File: src/rtl/core/aesp_pkg.sv
// Shared types and constants for the audio effect sample processor.
package aesp_pkg;

  typedef enum logic [1:0] {
    MODE_CLEAN = 2'd0,
    MODE_CLIP  = 2'd1,
    MODE_DELAY = 2'd2,
    MODE_CRUSH = 2'd3
  } effect_mode_t;

  // Register indexes on the configuration port.
  localparam logic [1:0] REG_MODE  = 2'd0;
  localparam logic [1:0] REG_CLIP  = 2'd1;
  localparam logic [1:0] REG_DEPTH = 2'd2;
  localparam logic [1:0] REG_SHIFT = 2'd3;

  localparam int ADDR_W = 4;

  localparam effect_mode_t MODE_RESET  = MODE_CLEAN;
  localparam logic [14:0]  CLIP_RESET  = 15'd6000;
  localparam logic [8:0]   DEPTH_RESET = 9'd200;
  localparam logic [3:0]   SHIFT_RESET = 4'd2;

  localparam logic [15:0] SIGN_FLIP = 16'h8000;

  // Settings the effect datapath needs.
  typedef struct packed {
    effect_mode_t mode;
    logic [14:0]  clip_threshold;
    logic [3:0]   crush_shift;
  } fx_cfg_t;

endpackage

File: src/rtl/core/aesp_if.sv
// Valid/ready channels for converter words in and processed words out.
interface aesp_in_if;
  logic        valid;
  logic        ready;
  logic [15:0] adc_word;

  modport source (output valid, output adc_word, input ready);
  modport sink   (input valid, input adc_word, output ready);
endinterface

interface aesp_out_if;
  logic               valid;
  logic               ready;
  logic signed [15:0] processed_sample;
  logic [7:0]         pwm_high;
  logic [7:0]         pwm_low;

  modport source (output valid, output processed_sample, output pwm_high,
                  output pwm_low, input ready);
  modport sink   (input valid, input processed_sample, input pwm_high,
                  input pwm_low, output ready);
endinterface

File: src/rtl/core/aesp_ram.sv
// Generic single-write, single-read RAM with registered read data.
module aesp_ram #(
  parameter int WIDTH = 8,
  parameter int DEPTH = 256
) (
  input  logic                                         clk,
  input  logic                                         we,
  input  logic [((DEPTH > 1) ? $clog2(DEPTH) : 1)-1:0] waddr,
  input  logic [WIDTH-1:0]                             wdata,
  input  logic                                         re,
  input  logic [((DEPTH > 1) ? $clog2(DEPTH) : 1)-1:0] raddr,
  output logic [WIDTH-1:0]                             rdata
);

  logic [WIDTH-1:0] mem [DEPTH];

  always_ff @(posedge clk) begin
    if (we) begin
      mem[waddr] <= wdata;
    end
    if (re) begin
      rdata <= mem[raddr];
    end
  end

endmodule

File: src/rtl/core/aesp_effect.sv
// Effect datapath: sign flip, clip, echo mix, crusher and PWM byte split.
module aesp_effect import aesp_pkg::*; (
  input  fx_cfg_t            cfg,
  input  logic [15:0]        word,
  input  logic [7:0]         entry,
  output logic signed [15:0] result,
  output logic [7:0]         pwm_high,
  output logic [7:0]         pwm_low
);

  logic signed [15:0] sample;
  logic [15:0]        echo_sum;

  assign sample   = signed'(word ^ SIGN_FLIP);
  assign echo_sum = word + {entry, word[7:0]};

  always_comb begin
    case (cfg.mode)
      MODE_CLIP: begin
        result = (sample > signed'({1'b0, cfg.clip_threshold}))
               ? signed'({1'b0, cfg.clip_threshold}) : sample;
      end
      MODE_DELAY: result = signed'(echo_sum);
      MODE_CRUSH: result = sample >>> cfg.crush_shift;
      default:    result = sample;
    endcase
  end

  // Offset binary high byte: adding 0x8000 only flips the top bit.
  assign pwm_high = result[15:8] ^ 8'h80;
  assign pwm_low  = result[7:0];

endmodule

File: src/rtl/core/audio_effect_sample_processor.sv
// Top level of the audio effect sample processor: config port, echo ring and pipeline.
//
//   channel   | dir | handshake              | payload
//   ----------+-----+------------------------+-----------------------------------
//   in_ch     | in  | valid/ready            | adc_word[15:0]
//   out_ch    | out | valid/ready            | processed_sample, pwm_high, pwm_low
//   config    | in  | APB psel/penable/pready| paddr[3:0], pwdata, prdata
//
// One word is accepted every cycle when the sink keeps up; each word passes
// through the input stage, then the output register, before it leaves.
// The input stage of the two-stage pipeline lines up with the registered read port of the echo RAM.
// After reset the echo RAM is swept to zero, one entry a cycle, across all
// RING_CAPACITY entries; in_ch.ready stays low during the sweep.
// A stall on out_ch holds the output register and then the input stage;
// outside the sweep, ready drops only when both are full.
module audio_effect_sample_processor import aesp_pkg::*; #(
  parameter int RING_CAPACITY = 256
) (
  input  logic              clk,
  input  logic              rst,
  aesp_in_if.sink           in_ch,
  aesp_out_if.source        out_ch,
  input  logic              psel,
  input  logic              penable,
  input  logic              pwrite,
  input  logic [ADDR_W-1:0] paddr,
  input  logic [31:0]       pwdata,
  output logic [31:0]       prdata,
  output logic              pready
);

  localparam int PW = (RING_CAPACITY > 1) ? $clog2(RING_CAPACITY) : 1;
  // Compare width wide enough for both the depth register and the position.
  localparam int CW = (PW + 1 > 9) ? PW + 1 : 9;

  // Configuration registers.
  effect_mode_t effect_mode;
  logic [14:0]  clip_threshold;
  logic [8:0]   echo_len;
  logic [3:0]   crush_shift;

  logic cfg_write;

  assign pready    = 1'b1;
  assign cfg_write = psel && penable && pwrite && pready;

  always_ff @(posedge clk) begin
    if (rst) begin
      effect_mode    <= MODE_RESET;
      clip_threshold <= CLIP_RESET;
      echo_len       <= DEPTH_RESET;
      crush_shift    <= SHIFT_RESET;
    end else if (cfg_write) begin
      unique case (paddr[3:2])
        REG_MODE:  effect_mode    <= effect_mode_t'(pwdata[1:0]);
        REG_CLIP:  clip_threshold <= pwdata[14:0];
        REG_DEPTH: echo_len       <= pwdata[8:0];
        REG_SHIFT: crush_shift    <= pwdata[3:0];
        default: ;
      endcase
    end
  end

  always_comb begin
    unique case (paddr[3:2])
      REG_MODE:  prdata = {30'd0, effect_mode};
      REG_CLIP:  prdata = {17'd0, clip_threshold};
      REG_DEPTH: prdata = {23'd0, echo_len};
      REG_SHIFT: prdata = {28'd0, crush_shift};
      default:   prdata = '0;
    endcase
  end

  // Echo ring: position, clearing sweep and RAM.
  logic [PW-1:0] ring_position;
  logic [PW-1:0] ring_position_next;
  logic [PW:0]   pos_inc;
  logic          pos_wrap;
  logic          clearing;
  logic [PW-1:0] clr_addr;

  logic          accept;
  logic          is_delay;
  logic          ram_we;
  logic [PW-1:0] ram_waddr;
  logic [7:0]    ram_wdata;
  logic [7:0]    ram_rdata;

  assign pos_inc  = {1'b0, ring_position} + (PW+1)'(1);
  // Wrap at the configured depth or at the ring capacity, whichever comes first.
  assign pos_wrap = (CW'(pos_inc) >= CW'(echo_len))
                 || (pos_inc >= (PW+1)'(RING_CAPACITY));
  assign ring_position_next = pos_wrap ? '0 : pos_inc[PW-1:0];

  assign is_delay = (effect_mode == MODE_DELAY);

  always_ff @(posedge clk) begin
    if (rst) begin
      clearing <= 1'b1;
      clr_addr <= '0;
    end else if (clearing) begin
      clr_addr <= clr_addr + PW'(1);
      if (clr_addr == PW'(RING_CAPACITY - 1)) begin
        clearing <= 1'b0;
      end
    end
  end

  always_ff @(posedge clk) begin
    if (rst) begin
      ring_position <= '0;
    end else if (accept && is_delay) begin
      ring_position <= ring_position_next;
    end
  end

  // Write this word's low byte at the current position and read the entry at
  // the next one in the same cycle; the read data is held until the next accept in delay mode.
  assign ram_we    = clearing || (accept && is_delay);
  assign ram_waddr = clearing ? clr_addr : ring_position;
  assign ram_wdata = clearing ? 8'd0 : in_ch.adc_word[7:0];

  aesp_ram #(
    .WIDTH (8),
    .DEPTH (RING_CAPACITY)
  ) u_echo_ram (
    .clk   (clk),
    .we    (ram_we),
    .waddr (ram_waddr),
    .wdata (ram_wdata),
    .re    (accept && is_delay),
    .raddr (ring_position_next),
    .rdata (ram_rdata)
  );

  // Input stage.
  logic        s1_valid;
  logic [15:0] s1_word;
  logic        s1_fwd;
  logic        s1_move;

  // Output register.
  logic               s2_valid;
  logic               s2_load;
  logic signed [15:0] s2_sample;
  logic [7:0]         s2_pwm_high;
  logic [7:0]         s2_pwm_low;

  assign s2_load     = !s2_valid || out_ch.ready;
  assign s1_move     = s1_valid && s2_load;
  assign in_ch.ready = !clearing && (!s1_valid || s2_load);
  assign accept      = in_ch.valid && in_ch.ready;

  always_ff @(posedge clk) begin
    if (rst) begin
      s1_valid <= 1'b0;
    end else if (accept) begin
      s1_valid <= 1'b1;
    end else if (s1_move) begin
      s1_valid <= 1'b0;
    end
  end

  // When the ring is one entry long the read hits the entry being written:
  // take the fresh low byte instead of the old RAM contents.
  always_ff @(posedge clk) begin
    if (accept) begin
      s1_word <= in_ch.adc_word;
      s1_fwd  <= (ring_position_next == ring_position);
    end
  end

  fx_cfg_t            fx_cfg;
  logic [7:0]         fx_entry;
  logic signed [15:0] fx_result;
  logic [7:0]         fx_pwm_high;
  logic [7:0]         fx_pwm_low;

  assign fx_cfg   = '{mode: effect_mode, clip_threshold: clip_threshold,
                      crush_shift: crush_shift};
  assign fx_entry = s1_fwd ? s1_word[7:0] : ram_rdata;

  aesp_effect u_effect (
    .cfg      (fx_cfg),
    .word     (s1_word),
    .entry    (fx_entry),
    .result   (fx_result),
    .pwm_high (fx_pwm_high),
    .pwm_low  (fx_pwm_low)
  );

  always_ff @(posedge clk) begin
    if (rst) begin
      s2_valid <= 1'b0;
    end else if (s2_load) begin
      s2_valid <= s1_valid;
    end
  end

  always_ff @(posedge clk) begin
    if (s1_move) begin
      s2_sample   <= fx_result;
      s2_pwm_high <= fx_pwm_high;
      s2_pwm_low  <= fx_pwm_low;
    end
  end

  assign out_ch.valid            = s2_valid;
  assign out_ch.processed_sample = s2_sample;
  assign out_ch.pwm_high         = s2_pwm_high;
  assign out_ch.pwm_low          = s2_pwm_low;

endmodule

File: src/flat_wrapper.sv
// flat-port wrapper written by rule: the top's interface ports become plain ports
module audio_effect_sample_processor_flat import aesp_pkg::*;
#(
  parameter int RING_CAPACITY = 256
)
  (clk, rst, psel, penable, pwrite, paddr, pwdata, prdata, pready, in_ch_valid, in_ch_adc_word, in_ch_ready, out_ch_valid, out_ch_processed_sample, out_ch_pwm_high, out_ch_pwm_low, out_ch_ready);
  aesp_in_if in_ch_i ();
  aesp_out_if out_ch_i ();
  input  logic clk;
  input  logic rst;
  input  logic psel;
  input  logic penable;
  input  logic pwrite;
  input  logic [ADDR_W-1:0] paddr;
  input  logic [31:0] pwdata;
  output logic [31:0] prdata;
  output logic pready;
  input wire logic [$bits(in_ch_i.valid)-1:0] in_ch_valid;
  input wire logic [$bits(in_ch_i.adc_word)-1:0] in_ch_adc_word;
  output wire logic [$bits(in_ch_i.ready)-1:0] in_ch_ready;
  output wire logic [$bits(out_ch_i.valid)-1:0] out_ch_valid;
  output wire logic [$bits(out_ch_i.processed_sample)-1:0] out_ch_processed_sample;
  output wire logic [$bits(out_ch_i.pwm_high)-1:0] out_ch_pwm_high;
  output wire logic [$bits(out_ch_i.pwm_low)-1:0] out_ch_pwm_low;
  input wire logic [$bits(out_ch_i.ready)-1:0] out_ch_ready;
  assign in_ch_i.valid = in_ch_valid;
  assign in_ch_i.adc_word = in_ch_adc_word;
  assign in_ch_ready = in_ch_i.ready;
  assign out_ch_valid = out_ch_i.valid;
  assign out_ch_processed_sample = out_ch_i.processed_sample;
  assign out_ch_pwm_high = out_ch_i.pwm_high;
  assign out_ch_pwm_low = out_ch_i.pwm_low;
  assign out_ch_i.ready = out_ch_ready;
  audio_effect_sample_processor #(.RING_CAPACITY(RING_CAPACITY)) u_core (.clk(clk), .rst(rst), .in_ch(in_ch_i), .out_ch(out_ch_i), .psel(psel), .penable(penable), .pwrite(pwrite), .paddr(paddr), .pwdata(pwdata), .prdata(prdata), .pready(pready));
endmodule
File: config.mk
export PLATFORM = sky130hd
export DESIGN_NAME = audio_effect_sample_processor_flat
export DESIGN_NICKNAME = d
export VERILOG_FILES = /design/src/rtl/core/aesp_pkg.sv /design/src/rtl/core/aesp_if.sv /design/src/rtl/core/aesp_ram.sv /design/src/rtl/core/aesp_effect.sv /design/src/rtl/core/audio_effect_sample_processor.sv /design/src/flat_wrapper.sv
export SDC_FILE = /design/constraint.sdc
export NUM_CORES = 2
export LEC_CHECK = 0
export BUFFER_PORTS_ARGS = -buffer_cell sky130_fd_sc_hd__buf_4
export CORE_AREA = 5 5 422 424
export DETAILED_ROUTE_END_ITERATION = 6
export DIE_AREA = 0 0 427 429
export MAX_ROUTING_LAYER = met4
export PLACE_DENSITY_LB_ADDON = 0.1
export SLEW_MARGIN = 10
export SYNTH_ARGS = -nofsm -noshare
export SYNTH_HDL_FRONTEND = slang
export SYNTH_HIERARCHICAL = 1
export SYNTH_SLANG_ARGS = --single-unit
File: constraint.sdc
create_clock -name clk -period 12.25 [get_ports clk]
set_clock_uncertainty 0.2 [all_clocks]
set_input_delay 0.6125 -clock clk [delete_from_list [all_inputs] [get_ports clk]]
set_output_delay 0.6125 -clock clk [all_outputs]
set_load 0.1 [all_outputs]
### Word level (Yosys, flattened, before mapping)

Memory sizes are Yosys's and may differ from the RTL's. A register that Yosys moved wholly into a read port is not among the register bits.
Cells that the tools add are included.
Widths: inputs -> output; s select.

| cells by class | value |
|---|---|
| add/subtract/negate cells | 3 |
| magnitude comparators | 3 |
| eq/ne operators | 8 |
| shift-type cells | 1 |
| multiplexer cells | 13 |
| bitwise operators | 2 |
| reduce and logical (&&, ||, !) cells | 19 |

Operators by type and width:

| kind | number |
|---|---|
| $pmux 32 s4 | 1 |
| $pmux 16 s3 | 1 |
| $mux 8 | 4 |
| $add 16x16->16 | 1 |
| $gt 16x16->1 | 1 |
| $mux 16 | 1 |
| $sshr 16x4->16 | 1 |
| $add 8x1->9 const B | 1 |
| $ge 9x9->1 | 1 |
| $ge 9x9->1 const B | 1 |
| $add 8x1->8 const B | 1 |
| $eq 2x2->1 const B | 4 |
| $eq 8x8->1 | 1 |
| $eq 8x8->1 const B | 1 |
| $reduce_and 2->1 | 4 |
| $logic_and 1x1->1 | 6 |
| $mux 1 | 6 |
| $eq 2x1->1 const B | 2 |
| $logic_or 1x1->1 | 4 |
| $logic_not 1->1 | 3 |
| $logic_not 2->1 | 1 |
| $not 1->1 | 2 |
| $reduce_bool 2->1 | 1 |

| word-level totals | value |
|---|---|
| register bits after elaboration | 98 |
| bits in writable memories | 2048 |
| input bits | 59 |
| output and inout port bits | 67 |
| word-level logic and storage cells | 64 |
| memories kept | 1 |

Memory list:

| name | depth | width | rd ports | clocked after memory_dff | wr ports | line | source |
|---|---|---|---|---|---|---|---|
| u_core.u_echo_ram.mem | 256 | 8 | 1 | 1 | 1 | aesp_ram.sv:15 | `logic [WIDTH-1:0] mem [DEPTH];` |

### Longest topological paths before layout

| depth | value |
|---|---|
| depth after elaboration | 9 |
| mapped depth | 22 |
| mapped depth without buffers | 15 |

### Cells and area by module

Netlist, hierarchy kept.

Modules (own cells, without submodules):

| module | instances | cells an instance | area each (sq um) | sequential area each (sq um) |
|---|---|---|---|---|
| aesp_ram | 1 | 3733 | 79636.4 | 61739.2 |
| audio_effect_sample_processor | 1 | 396 | 4376.7 | 2452.4 |
| aesp_effect | 1 | 321 | 2289.7 | 0.0 |

### Least setup slack after synthesis

OpenSTA, ideal clock, no wires.

| path | value |
|---|---|
| path kind | reg2reg |
| start | register u_core.clearing |
| end | memory u_core.u_echo_ram.mem[0][0] (data pin) |
| library setup time | 1.446 ns |
| data arrival time | 6.869 ns |
| data required time | 10.604 ns |
| setup slack | 3.734 ns |
| cell stages (with the launch flop) | 4 |
| path buffers | 2 |
| period minus slack after synthesis | 8.516 ns |
| cell sequence | dfxtp_1 -> clkbuf_1 -> clkbuf_1 -> nor2b_1 |

| between the ends | value |
|---|---|
| longest elaborated chain between the ends | 1 |

Ends and longest elaborated chain:

| what | line | source |
|---|---|---|
| from (decl) | audio_effect_sample_processor.sv:79 | `logic clearing;` |
| from (signal assigned) | audio_effect_sample_processor.sv:99 | `clearing <= 1'b1;` |
| from (signal assigned) | audio_effect_sample_processor.sv:104 | `clearing <= 1'b0;` |
| $mux 8 | audio_effect_sample_processor.sv:121 | `assign ram_wdata = clearing ? 8'd0 : in_ch.adc_word[7:0];` |
| named net u_core.ram_wdata[0] | audio_effect_sample_processor.sv:86 | `logic [7:0] ram_wdata;` |
| to (decl) | aesp_ram.sv:15 |  |

The timed path passes the listed nets, and every way through them passes these cells.

### Worst setup path in the final report

| path | value |
|---|---|
| start | register u_core.ring_position[0] |
| end | register u_core.u_echo_ram.rdata[5] (read register of u_core.u_echo_ram.mem) (data pin) |

| between the ends | value |
|---|---|
| longest elaborated chain between the ends | 4 |
| elaborated cells on any way between the ends | 5 |
| those cells by class | 1 x add/sub; 2 x order compare; 1 x mux; 1 x reduce/logical |

Ends and longest elaborated chain:

| what | line | source |
|---|---|---|
| from (decl) | audio_effect_sample_processor.sv:75 | `logic [PW-1:0] ring_position;` |
| from (signal assigned) | audio_effect_sample_processor.sv:113 | `ring_position <= ring_position_next;` |
| $add 8x1->9 (*) | audio_effect_sample_processor.sv:89 | `assign pos_inc = {1'b0, ring_position} + (PW+1)'(1);` |
| $ge 9x9->1, on equally long branches | audio_effect_sample_processor.sv:91, audio_effect_sample_processor.sv:92 |  |
| $logic_or 1x1->1 | audio_effect_sample_processor.sv:92 | `\|\| (pos_inc >= (PW+1)'(RING_CAPACITY));` |
| $mux 8 (*) | audio_effect_sample_processor.sv:93 | `assign ring_position_next = pos_wrap ? '0 : pos_inc[PW-1:0];` |
| named net u_core.ring_position_next[0] | audio_effect_sample_processor.sv:76 | `logic [PW-1:0] ring_position_next;` |
| to (decl) | aesp_ram.sv:12 | `output logic [WIDTH-1:0] rdata` |

The timed path passes the listed nets; every way through them passes the cells marked *.
A chain may end at the register's enable or synchronous reset.

==> results.json <==
{
  "cap_violations": 0,
  "reg2reg_slack_ns": 4.78,
  "fmax_mhz": 134,
  "clkSinkCount": 2154,
  "firstDrtPassIters": 6,
  "ir_drop_uv": 129,
  "place_inst": 6659,
  "grt_pass1_vias": 43600,
  "period_minus_slack_ns": 7.47,
  "hold_viol": 0,
  "required_ns": 12.59,
  "cpMaxStageDelayCell": "buf_4",
  "total_leakage_power_nw": 31.5,
  "start_kind": "register",
  "reg2regPathDepth": 17,
  "grt_use_met2_pct": 36.1,
  "rows": 153,
  "ys_seq_elements": 2154,
  "syn-cell-area_um2": 86300,
  "rsz0062_at_grt": "false",
  "drive_above_1_share_pct": 20.8,
  "fp.dieH_um": 429,
  "setup_viol": 0,
  "slew_viol_final": 0,
  "synthTopCellsByCount": "2105 x edfxtp_1, 463 x mux4_2, 323 x nor2_1",
  "fin_tns_setup_ns": 0,
  "nNetsFinal": 4682,
  "whs_path_depth": 5,
  "finalCritPeriodShare_pct": 61.0,
  "worst_path_largest_cell_delay_ns": 0.74,
  "fp.dieW_um": 427,
  "grt_usage_pct": 24.4,
  "yosys_warnings": 6,
  "clkTransAtPathRegs_ns": 0.06,
  "synth.largest_area_cell": "edfxtp_1",
  "synthTopCellsByArea": "edfxtp_1 73%, mux4_2 12%, mux2i_1 1.8%, nor2_1 1.4%, a22oi_1 1.2%",
  "cts_tree": "built",
  "core_um2": 173000,
  "start_util_pct": 49.8,
  "drt_iter0_drc": 4535,
  "worstMarginPinSlew_ns": 1.29,
  "end_kind": "register",
  "antenna_found_initial": 4,
  "cp_max_fo": 41,
  "routed_wl_um": 218000,
  "cts_resized": 0,
  "use_met1_pct": 35.4,
  "final_util_pct": 55.4,
  "p_per_area_nw_per_um2": 150,
  "synth_top_flop_cell": "edfxtp_1",
  "min_from": "paddr[3]",
  "place_congestion": 0.852,
  "worstPathArrival_ns": 7.81,
  "relSlewSlack_pct": 13.6,
  "grt_util_met3_pct": 4.59,
  "rr_endpoint": "u_core/u_echo_ram/rdata[5]",
  "r2r-start": "u_core/ring_position[0]",
  "synth_edf_count": 2105,
  "viasPerCell": 6.21,
  "crit_type": "register to register",
  "drc": 0,
  "cts_setup_buffers": 0,
  "grt-ovfl-total": 0,
  "htree_levels": 4,
  "stdcell_count": 7093,
  "ios": 126,
  "synth.avg_cell_area_um2": 19.4,
  "holdBufCountCts": 36,
  "cp_cell_sequence": "ha_1 -> nand2_1 -> xor2_1 -> inv_1 -> ha_1 -> a211o_1 -> o211ai_1 -> nand3_2 -> nor3_2 -> buf_4 -> buf_4 -> mux4_2 -> a22o_1 -> a221oi_1 -> o32ai_1 -> nor3_1 -> nor4_1",
  "yosysUniqueCellTypes": 85,
  "drtAntennaViolNets": 0,
  "grt_max_degree": 225,
  "busiest_layer": "met2",
  "ys_seq_area_share_pct": 74.4,
  "numCtsBuffers": 217,
  "synth.top_cell.area_share_pct": 73.2,
  "hpwl_um": 131000,
  "ctsLongestPathBuffers": 3,
  "async_flop_share_pct": 0,
  "worstHoldPathType": "input pin to register",
  "grt_pass1_wl_um": 314000,
  "die_area_um2": 183000,
  "syn-instance-count": 4450,
  "cts-root-buf": "clkbuf_16",
  "yosysMostFrequentCell": "edfxtp_1",
  "clk_latency_ns": 0.85,
  "vias": 44100,
  "status": "complete, no violations",
  "min_to": "u_core/effect_mode[1]",
  "area_delta_synth_final_pct": 11.3,
  "wl_per_cell_um": 30.7,
  "total_power_mw": 14.4,
  "numPortBuffers": 88
}
## worst max-delay path: cells and delay by family (launching register included)
kind | cells | cell delay [ns]
multiplexers | 1 | 0.58
flip-flops | 1 | 0.57
buffers and inverters | 3 | 1.48
adder cells (fa/ha/maj) | 2 | 0.60
AO/OA/AOI/OAI | 5 | 1.60
XOR/XNOR | 1 | 0.29
AND/OR/NAND/NOR | 5 | 1.70
## registers in the layout, summed over array words and instances, names as in the netlist
name                            flops
u_core/out_ch.valid                 1
u_core/u_echo_ram/rdata             8
u_core/u_echo_ram/mem            2048
u_core/clip_threshold              15
u_core/clr_addr                     8
u_core/s1_fwd                       1
u_core/s1_word                     16
u_core/s1_valid                     1
u_core/clearing                     1
u_core/out_ch.pwm_low               8
u_core/out_ch.pwm_high              8
u_core/effect_mode                  2
u_core/ring_position                8
u_core/crush_shift                  4
u_core/echo_len                     9
u_core/out_ch.processed_sample     16
## stage by stage
step	hold slack [ns]	setup WS, ns	instance area, µm²
after floorplan	0.236	3.73	86400
after global placement	0.252	4.79	89000
after detailed placement	0.262	4.74	89000
after CTS	0.0200	4.69	96000
after global routing	0.118	4.31	96100
final	0.102	4.78	96100
## report_power, final
part / switching, mW / leakage (nW) / internal, mW
clock: 2.76 / 3.27 / 3.53
combinational: 0.120 / 8.33 / 0.0404
sequential: 0.00537 / 19.9 / 7.98
total: 2.88 / 31.5 / 11.6
## cells by family after synthesis
| logic type | synth area share, % |
|---|---|
| buf+inv | 2.37 |
| fa+ha+maj | 0.502 |
| other cells | 0.00870 |
| compound gates | 4.37 |
| simple gates | 3.96 |
| flops | 74.4 |
| xor+xnor | 0.162 |
| mux | 14.3 |
## layer usage
layer / routed length [µm] / vias to the layer above / share of wire, %
met5: 0 / - / 0
met4: 5090 / 0 / 2.3
li1: - / 18600 / -
met1: 94000 / 23400 / 43
met3: 16900 / 286 / 7.8
met2: 102000 / 1803 / 47
## final cells by class
cell class	count	area, µm²
clock buffer	276	5740
antenna	3	7.51
sequential	2154	64200
tap	2325	2910
fill	13300	77400
clock inverter	119	963
inverter	42	158
multi-input combinational	1964	20300
timing repair buffer	210	1790
## layout by cell type, fill, tap and decap left out, types with 19 or more instances in the layout
cell and n:
clkinv_1 55, dlygate4sd3_1 36, nor2_1 320, mux4_2 463, a22oi_1 136, inv_1 40, nor4_1 25, ha_1 33
a211oi_1 21, nand3b_1 19, o22ai_1 35, nand3_1 45, clkinv_2 32, mux2i_1 151, nor3_1 46, dfxtp_1 48
buf_4 164, nand2_1 109, o221ai_1 47, and2_1 19, nand4_1 23, nor2b_1 36, a21oi_1 136, clkbuf_16 220
clkbuf_1 54, o21ai_0 30, edfxtp_1 2105
## how the worst max path moves through the flow
stage,from,endpoint
finish,u_core/ring_position[0],u_core/u_echo_ram/rdata[5]
global route,u_core/ring_position[0],u_core/u_echo_ram/rdata[5]
CTS,u_core/ring_position[0],u_core/u_echo_ram/rdata[5]
detailed placement,u_core/ring_position[0],u_core/u_echo_ram/rdata[5]
global placement,u_core/ring_position[0],u_core/u_echo_ram/rdata[2]
floorplan,u_core/clearing,u_core/u_echo_ram/mem[0][0]
(Power assumes the default switching activity.)
